File: src/hw/rtl/rchp_pkg.sv
// shared types and constants for the ray pick against a convex solid
package rchp_pkg;

   // input word: plane load or ray query
   typedef struct packed {
      logic               operation;
      logic [2:0]         plane_index;
      logic signed [31:0] coef_a;
      logic signed [31:0] coef_b;
      logic signed [31:0] coef_c;
      logic signed [31:0] coef_d;
      logic signed [31:0] origin_x;
      logic signed [31:0] origin_y;
      logic signed [31:0] origin_z;
      logic signed [31:0] dir_x;
      logic signed [31:0] dir_y;
      logic signed [31:0] dir_z;
   } req_type;

   // result word of one query
   typedef struct packed {
      logic               hit;
      logic signed [31:0] hit_x;
      logic signed [31:0] hit_y;
      logic signed [31:0] hit_z;
      logic [30:0]        ray_param;
      logic [31:0]        distance;
   } rsp_type;

   localparam logic OP_LOAD  = 1'b0;
   localparam logic OP_QUERY = 1'b1;

   localparam int PLANE_SEL_W = 4;
   localparam int DIV_STEPS   = 31;
   localparam int SQRT_STEPS  = 32;
   localparam int STEP_W      = 5;
   localparam int MUL_W       = 34;
   localparam int PROD_W      = 2 * MUL_W;
   localparam int SUM_W       = 67;

   // datapath operations
   typedef enum logic [4:0] {
      DP_NONE,
      DP_LOAD,
      DP_CAPTURE,
      DP_VAL_INIT,
      DP_MUL_ORIGIN,
      DP_MUL_DIR,
      DP_MUL_T,
      DP_MUL_POINT,
      DP_MUL_SQ,
      DP_ACC,
      DP_SAVE_VAL,
      DP_SAVE_DOT,
      DP_DIV_INIT,
      DP_DIV_STEP,
      DP_PT_SET,
      DP_IN_INIT,
      DP_UPDATE,
      DP_SQ_INIT,
      DP_SQ_ACC,
      DP_SQRT_INIT,
      DP_SQRT_STEP,
      DP_EMIT
   } dp_op_type;

   typedef struct packed {
      dp_op_type              op;
      logic [PLANE_SEL_W-1:0] plane;
      logic [1:0]             term;
   } dp_cmd_type;

   typedef struct packed {
      logic cand;
      logic tol_fail;
   } dp_status_type;

   typedef enum logic [4:0] {
      S_IDLE,
      S_PLANE,
      S_VMUL,
      S_VACC,
      S_VSAVE,
      S_DMUL,
      S_DACC,
      S_DSAVE,
      S_CHECK,
      S_DIV,
      S_PMUL,
      S_PSET,
      S_IINIT,
      S_IMUL,
      S_IACC,
      S_ICHK,
      S_UPDATE,
      S_SQINIT,
      S_SQMUL,
      S_SQACC,
      S_SQRTI,
      S_SQRT,
      S_DONE
   } state_type;

endpackage

File: src/hw/rtl/rchp_ctrl.sv
// sequencer for plane loads and ray queries
module rchp_ctrl
   import rchp_pkg::*;
#(
   parameter int PLANE_COUNT = 6
) (
   input  logic          clock,
   input  logic          reset,
   input  logic          start,
   input  logic          operation,
   input  dp_status_type status,
   output dp_cmd_type    cmd,
   output logic          busy
);

   localparam logic [PLANE_SEL_W-1:0] LAST_PLANE = PLANE_SEL_W'(PLANE_COUNT - 1);
   localparam logic [STEP_W-1:0] DIV_LAST  = STEP_W'(DIV_STEPS - 1);
   localparam logic [STEP_W-1:0] SQRT_LAST = STEP_W'(SQRT_STEPS - 1);

   state_type state_ff, state_in;
   logic [PLANE_SEL_W-1:0] plane_ff, plane_in;
   logic [PLANE_SEL_W-1:0] check_ff, check_in;
   logic [1:0] term_ff, term_in;
   logic [STEP_W-1:0] step_ff, step_in;

   // registers
   always_ff @(posedge clock) begin
      if (reset) begin
         state_ff <= S_IDLE;
         plane_ff <= '0;
         check_ff <= '0;
         term_ff  <= '0;
         step_ff  <= '0;
      end else begin
         state_ff <= state_in;
         plane_ff <= plane_in;
         check_ff <= check_in;
         term_ff  <= term_in;
         step_ff  <= step_in;
      end
   end

   // next state and counters
   always_comb begin
      state_in = state_ff;
      plane_in = plane_ff;
      check_in = check_ff;
      term_in  = term_ff;
      step_in  = step_ff;
      unique case (state_ff)
         S_IDLE: begin
            if (start && operation == OP_QUERY) begin
               state_in = S_PLANE;
               plane_in = '0;
            end
         end
         S_PLANE: begin
            state_in = S_VMUL;
            term_in  = '0;
         end
         S_VMUL: state_in = S_VACC;
         S_VACC: begin
            if (term_ff == 2'd2) begin
               state_in = S_VSAVE;
               term_in  = '0;
            end else begin
               state_in = S_VMUL;
               term_in  = term_ff + 2'd1;
            end
         end
         S_VSAVE: state_in = S_DMUL;
         S_DMUL:  state_in = S_DACC;
         S_DACC: begin
            if (term_ff == 2'd2) begin
               state_in = S_DSAVE;
               term_in  = '0;
            end else begin
               state_in = S_DMUL;
               term_in  = term_ff + 2'd1;
            end
         end
         S_DSAVE: state_in = S_CHECK;
         S_CHECK: begin
            step_in = '0;
            if (status.cand) begin
               state_in = S_DIV;
            end else if (plane_ff == LAST_PLANE) begin
               state_in = S_SQINIT;
            end else begin
               state_in = S_PLANE;
               plane_in = plane_ff + 1'b1;
            end
         end
         S_DIV: begin
            step_in = step_ff + 1'b1;
            if (step_ff == DIV_LAST) begin
               state_in = S_PMUL;
               term_in  = '0;
            end
         end
         S_PMUL: state_in = S_PSET;
         S_PSET: begin
            if (term_ff == 2'd2) begin
               state_in = S_IINIT;
               term_in  = '0;
               check_in = '0;
            end else begin
               state_in = S_PMUL;
               term_in  = term_ff + 2'd1;
            end
         end
         S_IINIT: begin
            state_in = S_IMUL;
            term_in  = '0;
         end
         S_IMUL: state_in = S_IACC;
         S_IACC: begin
            if (term_ff == 2'd2) begin
               state_in = S_ICHK;
               term_in  = '0;
            end else begin
               state_in = S_IMUL;
               term_in  = term_ff + 2'd1;
            end
         end
         S_ICHK: begin
            if (status.tol_fail) begin
               if (plane_ff == LAST_PLANE) begin
                  state_in = S_SQINIT;
               end else begin
                  state_in = S_PLANE;
                  plane_in = plane_ff + 1'b1;
               end
            end else if (check_ff == LAST_PLANE) begin
               state_in = S_UPDATE;
            end else begin
               state_in = S_IINIT;
               check_in = check_ff + 1'b1;
            end
         end
         S_UPDATE: begin
            if (plane_ff == LAST_PLANE) begin
               state_in = S_SQINIT;
            end else begin
               state_in = S_PLANE;
               plane_in = plane_ff + 1'b1;
            end
         end
         S_SQINIT: begin
            state_in = S_SQMUL;
            term_in  = '0;
         end
         S_SQMUL: state_in = S_SQACC;
         S_SQACC: begin
            if (term_ff == 2'd2) begin
               state_in = S_SQRTI;
               term_in  = '0;
            end else begin
               state_in = S_SQMUL;
               term_in  = term_ff + 2'd1;
            end
         end
         S_SQRTI: begin
            state_in = S_SQRT;
            step_in  = '0;
         end
         S_SQRT: begin
            step_in = step_ff + 1'b1;
            if (step_ff == SQRT_LAST) begin
               state_in = S_DONE;
            end
         end
         S_DONE:  state_in = S_IDLE;
         default: state_in = S_IDLE;
      endcase
   end

   // commands to the datapath
   always_comb begin
      cmd.op    = DP_NONE;
      cmd.plane = plane_ff;
      cmd.term  = term_ff;
      busy      = (state_ff != S_IDLE);
      unique case (state_ff)
         S_IDLE: begin
            if (start) begin
               cmd.op = (operation == OP_QUERY) ? DP_CAPTURE : DP_LOAD;
            end
         end
         S_PLANE:  cmd.op = DP_VAL_INIT;
         S_VMUL:   cmd.op = DP_MUL_ORIGIN;
         S_VACC:   cmd.op = DP_ACC;
         S_VSAVE:  cmd.op = DP_SAVE_VAL;
         S_DMUL:   cmd.op = DP_MUL_DIR;
         S_DACC:   cmd.op = DP_ACC;
         S_DSAVE:  cmd.op = DP_SAVE_DOT;
         S_CHECK:  cmd.op = DP_DIV_INIT;
         S_DIV:    cmd.op = DP_DIV_STEP;
         S_PMUL:   cmd.op = DP_MUL_T;
         S_PSET:   cmd.op = DP_PT_SET;
         S_IINIT: begin
            cmd.op    = DP_IN_INIT;
            cmd.plane = check_ff;
         end
         S_IMUL: begin
            cmd.op    = DP_MUL_POINT;
            cmd.plane = check_ff;
         end
         S_IACC:   cmd.op = DP_ACC;
         S_ICHK:   cmd.op = DP_NONE;
         S_UPDATE: cmd.op = DP_UPDATE;
         S_SQINIT: cmd.op = DP_SQ_INIT;
         S_SQMUL:  cmd.op = DP_MUL_SQ;
         S_SQACC:  cmd.op = DP_SQ_ACC;
         S_SQRTI:  cmd.op = DP_SQRT_INIT;
         S_SQRT:   cmd.op = DP_SQRT_STEP;
         S_DONE:   cmd.op = DP_EMIT;
         default:  cmd.op = DP_NONE;
      endcase
   end

   // an accepted query keeps the block busy, a load does not
   a_query_busy: assert property (@(posedge clock) disable iff (reset)
      (start && !busy && operation == OP_QUERY) |=> busy)
      else $error("query accepted but block not busy");
   a_load_idle: assert property (@(posedge clock) disable iff (reset)
      (start && !busy && operation == OP_LOAD) |=> !busy)
      else $error("load left block busy");
   a_plane_range: assert property (@(posedge clock) disable iff (reset)
      busy |-> (plane_ff <= LAST_PLANE && check_ff <= LAST_PLANE))
      else $error("plane counter out of range");

endmodule

File: config.mk
export PLATFORM = sky130hd
export DESIGN_NAME = rchp_ctrl
export DESIGN_NICKNAME = d
export VERILOG_FILES = /design/src/hw/rtl/rchp_pkg.sv /design/src/hw/rtl/rchp_ctrl.sv
export SDC_FILE = /design/constraint.sdc
export NUM_CORES = 1
export LEC_CHECK = 0
export BUFFER_PORTS_ARGS = -buffer_cell sky130_fd_sc_hd__buf_2
export CORE_MARGIN = 2
export CORE_UTILIZATION = 55
export DETAILED_ROUTE_END_ITERATION = 16
export PLACE_DENSITY = 0.76
export SLEW_MARGIN = 20
export SYNTH_ARGS = -nofsm -noshare
export SYNTH_HDL_FRONTEND = slang
export SYNTH_SLANG_ARGS = --single-unit
File: constraint.sdc
create_clock -name clock -period 2.2 [get_ports clock]
set_input_delay 0.22 -clock clock [delete_from_list [all_inputs] [get_ports clock]]
set_output_delay 0.22 -clock clock [all_outputs]
set_load 0.01 [all_outputs]
==> flow_summary.toml <==
[worst_setup_path]
r2r_cells = 5
worst-endpoint-required_ps = 1980
reg2reg_to = "plane_ff[2]"
crit_path_end = "cmd[7]"
crit_arrival_ps = 1870
crit-reg2reg-launch = "state_ff[4]"
path_class = "reg2out"
crit_path_max_fanout = 13
reg2reg_slack_ps = 190
cp-start-kind = "flop"
startpoint = "state_ff[0]"
endpoint_kind = "primary output"

[clock_network]
htreeDepth = 1
numCtsBuffers = 3
cts_buffer_depth = 2
cts_root_buf = "clkbuf_4"
cts_sinks = 20
clkTransAtPathRegs_ps = 120
clkLatencyLatePin_ps = 310
cts_tree = "done"

[global_routing]
grt_pass1_wl_um = 6400
grtUsageTotal = 0.242
grt_remaining_overflow = 0
antenna_found_initial = 0
grt_start_max_net_pins = 23
grt_pass1_vias = 1467

[power]
switchingPower_w = 0.000256
vdd_drop_max_v = 0.000400
power.density_mw_per_mm2 = 467
power_frac_comb = 0.236
intPower_w = 0.000551
p_leak_nw = 0.658
p_sw_frac = 0.317
seqPwrFrac = 0.485
p_clk_frac = 0.279

[floorplan]
design.core.area_mm2 = 0.00271
initial_utilization = 0.574
rows = 19
dieHeight_um = 57.2
die-area_mm2 = 0.00327
die_x_um = 57.2
num_io_pins = 18

[yosys]
syn_inst = 206
yosysSeqAreaShare = 0.257
ys_seq_elements = 20
synth_edf_count = 0
syn_area_mm2 = 0.00156
avgSynthCellArea_um2 = 7.56
syn_nets = 219
ys_async_sr_fraction = 0
synth.yosys.warnings = 0
ys.flop_type = "dfxtp_1"
ys_types = 54

[flow_run]
max_cap_violations = 0

[detailed_routing]
wl_per_cell_um = 15.1
viasPerCell = 6.33
wl_um = 3800
ant_nets = 0
drt-pass1-iter-count = 4
vias = 1596
drcViolationCount = 0
drt-initial-drc-count = 85

[finish]
final_util = 0.639
fillers = 244
stdcell_count = 252
layout-area-overhead-vs-synth_pct = 11.2
diodes = 0
drive_gt1_frac = 0.199
finalNetCount = 235

[timing]
hold_viol = 0
fin_crit_ps = 2090
timing.setup.tns_ps = 0
skew_ps = 3.50
final-setup-viol-count = 0
relSlewSlack = 0.651
fmax_mhz = 478
worst_pin_slew_ps = 523
drv_slew = 0
rsz0062_at_grt = "no"
finalCritPeriodShare = 0.952

[placement]
place_hpwl_um = 2780
place_congestion = 0.872
dp_cells = 247
port_buffers = 17

[worst_hold_path]
holdCritPathClass = "in2reg"

[outcome]
status = "complete, no violations"
[cell type report]
class	instances	area (µm²)	area share
clock buffer	4	36.3	0.0210
multi-input combinational	164	1070	0.617
inverter	8	33.8	0.0195
tap	31	38.8	0.0224
timing repair buffer	25	145	0.0839
sequential	20	409	0.236
[worst min-delay path by stage]
stage	start	endpoint	slack [ps]	cells past startpoint
3_3_place_gp	term_ff[1]	term_ff[1]	460	1
5_1_grt	operation	state_ff[0]	310	4
3_5_place_dp	step_ff[3]	step_ff[3]	500	2
2_1_floorplan	reset	term_ff[1]	400	2
4_1_cts	operation	state_ff[0]	300	4
6_report	operation	state_ff[0]	300	4
[metrics by stage]
step | hold WS (ps) | power (W) | cell area (µm²) | setup WS [ps]
after floorplan | 398 | 0.000529 | 1560 | 459
after global placement | 461 | 0.000581 | 1660 | 339
after detailed placement | 496 | 0.000586 | 1660 | 248
after CTS | 297 | 0.000808 | 1710 | 8.28
after global routing | 315 | 0.000845 | 1730 | 7.50
final | 298 | 0.000808 | 1730 | 106
[synth_stat cells (all sizes together), types with 2 or more instances]
master	count	area, µm²
a21oi	21	105
a22oi	5	37.5
a31oi	3	18.8
buf	6	40.0
clkbuf	8	30.0
dfxtp	20	400
ha	7	87.6
inv	8	30.0
mux2	3	33.8
mux2i	2	20.0
nand2	15	56.3
nand2b	4	25.0
nand3	8	40.0
nand3b	5	37.5
nand4	4	25.0
nor2	16	60.1
nor2b	8	50.1
nor3	5	25.0
nor3b	5	42.5
nor4b	2	23.8
o2111ai	3	32.5
o21ai	14	70.1
o22ai	5	31.3
or2	2	12.5
or3b	2	17.5
xnor2	2	17.5
[layout by cell type (no fill, tap or decap), drive strengths merged, types with 4 or more instances in the layout]
| master | n |
|---|---|
| nand2b | 4 |
| inv | 7 |
| buf | 25 |
| a21oi | 21 |
| nor3 | 5 |
| ha | 7 |
| a22oi | 5 |
| o21ai | 14 |
| nor2 | 16 |
| nand4 | 4 |
| nand2 | 15 |
| nor3b | 5 |
| dfxtp | 20 |
| nor2b | 8 |
| o22ai | 5 |
| nand3b | 5 |
| clkbuf | 4 |
| nand3 | 8 |
[logic make-up after synthesis]
family          count (synthesis)  share of synthesized area
compound gates                 67                      0.277
xor+xnor                        2                     0.0113
fa+ha+maj                       7                     0.0563
buf+inv                        22                     0.0643
flops                          20                      0.257
mux                             5                     0.0346
simple gates                   83                      0.300
[metal layers]
metal,global-route usage,wire length (µm),vias up
li1,-,-,793
met4,0.0831,49,0
met2,0.411,1810,52
met5,0,0,-
met1,0.325,1730,746
met3,0.0204,204,5
[power groups by stage]
stage / clock network [W] / registers [W] / logic, W
3_3_place_gp: 0 / 0.000397 / 0.000183
2_1_floorplan: 0 / 0.000385 / 0.000144
3_5_place_dp: 0 / 0.000399 / 0.000187
5_1_grt: 0.000239 / 0.000394 / 0.000212
4_1_cts: 0.000230 / 0.000391 / 0.000188
6_report: 0.000226 / 0.000392 / 0.000190
[state kept, by name, indices dropped and copies added, names as in the netlist]
signal / flops
step_ff: 5
check_ff: 4
term_ff: 2
plane_ff: 4
state_ff: 5
[worst max-delay path: stages, from the launching register on]
cell and delay (ps):
dfxtp_1 600, buf_4 260, nand2_1 100, o32a_1 290
o22ai_1 160, buf_2 150
[repair_timing]
item / in CTS / in global routing
hold buffers: 0 / 0
setup endpoints to repair: 3 / 7
gates resized for setup: 2 / 6
gates cloned: 0 / 0
hold endpoints to repair: 0 / 0
setup buffers: 1 / 0
No activity file was read; power rests on OpenSTA's default activity.
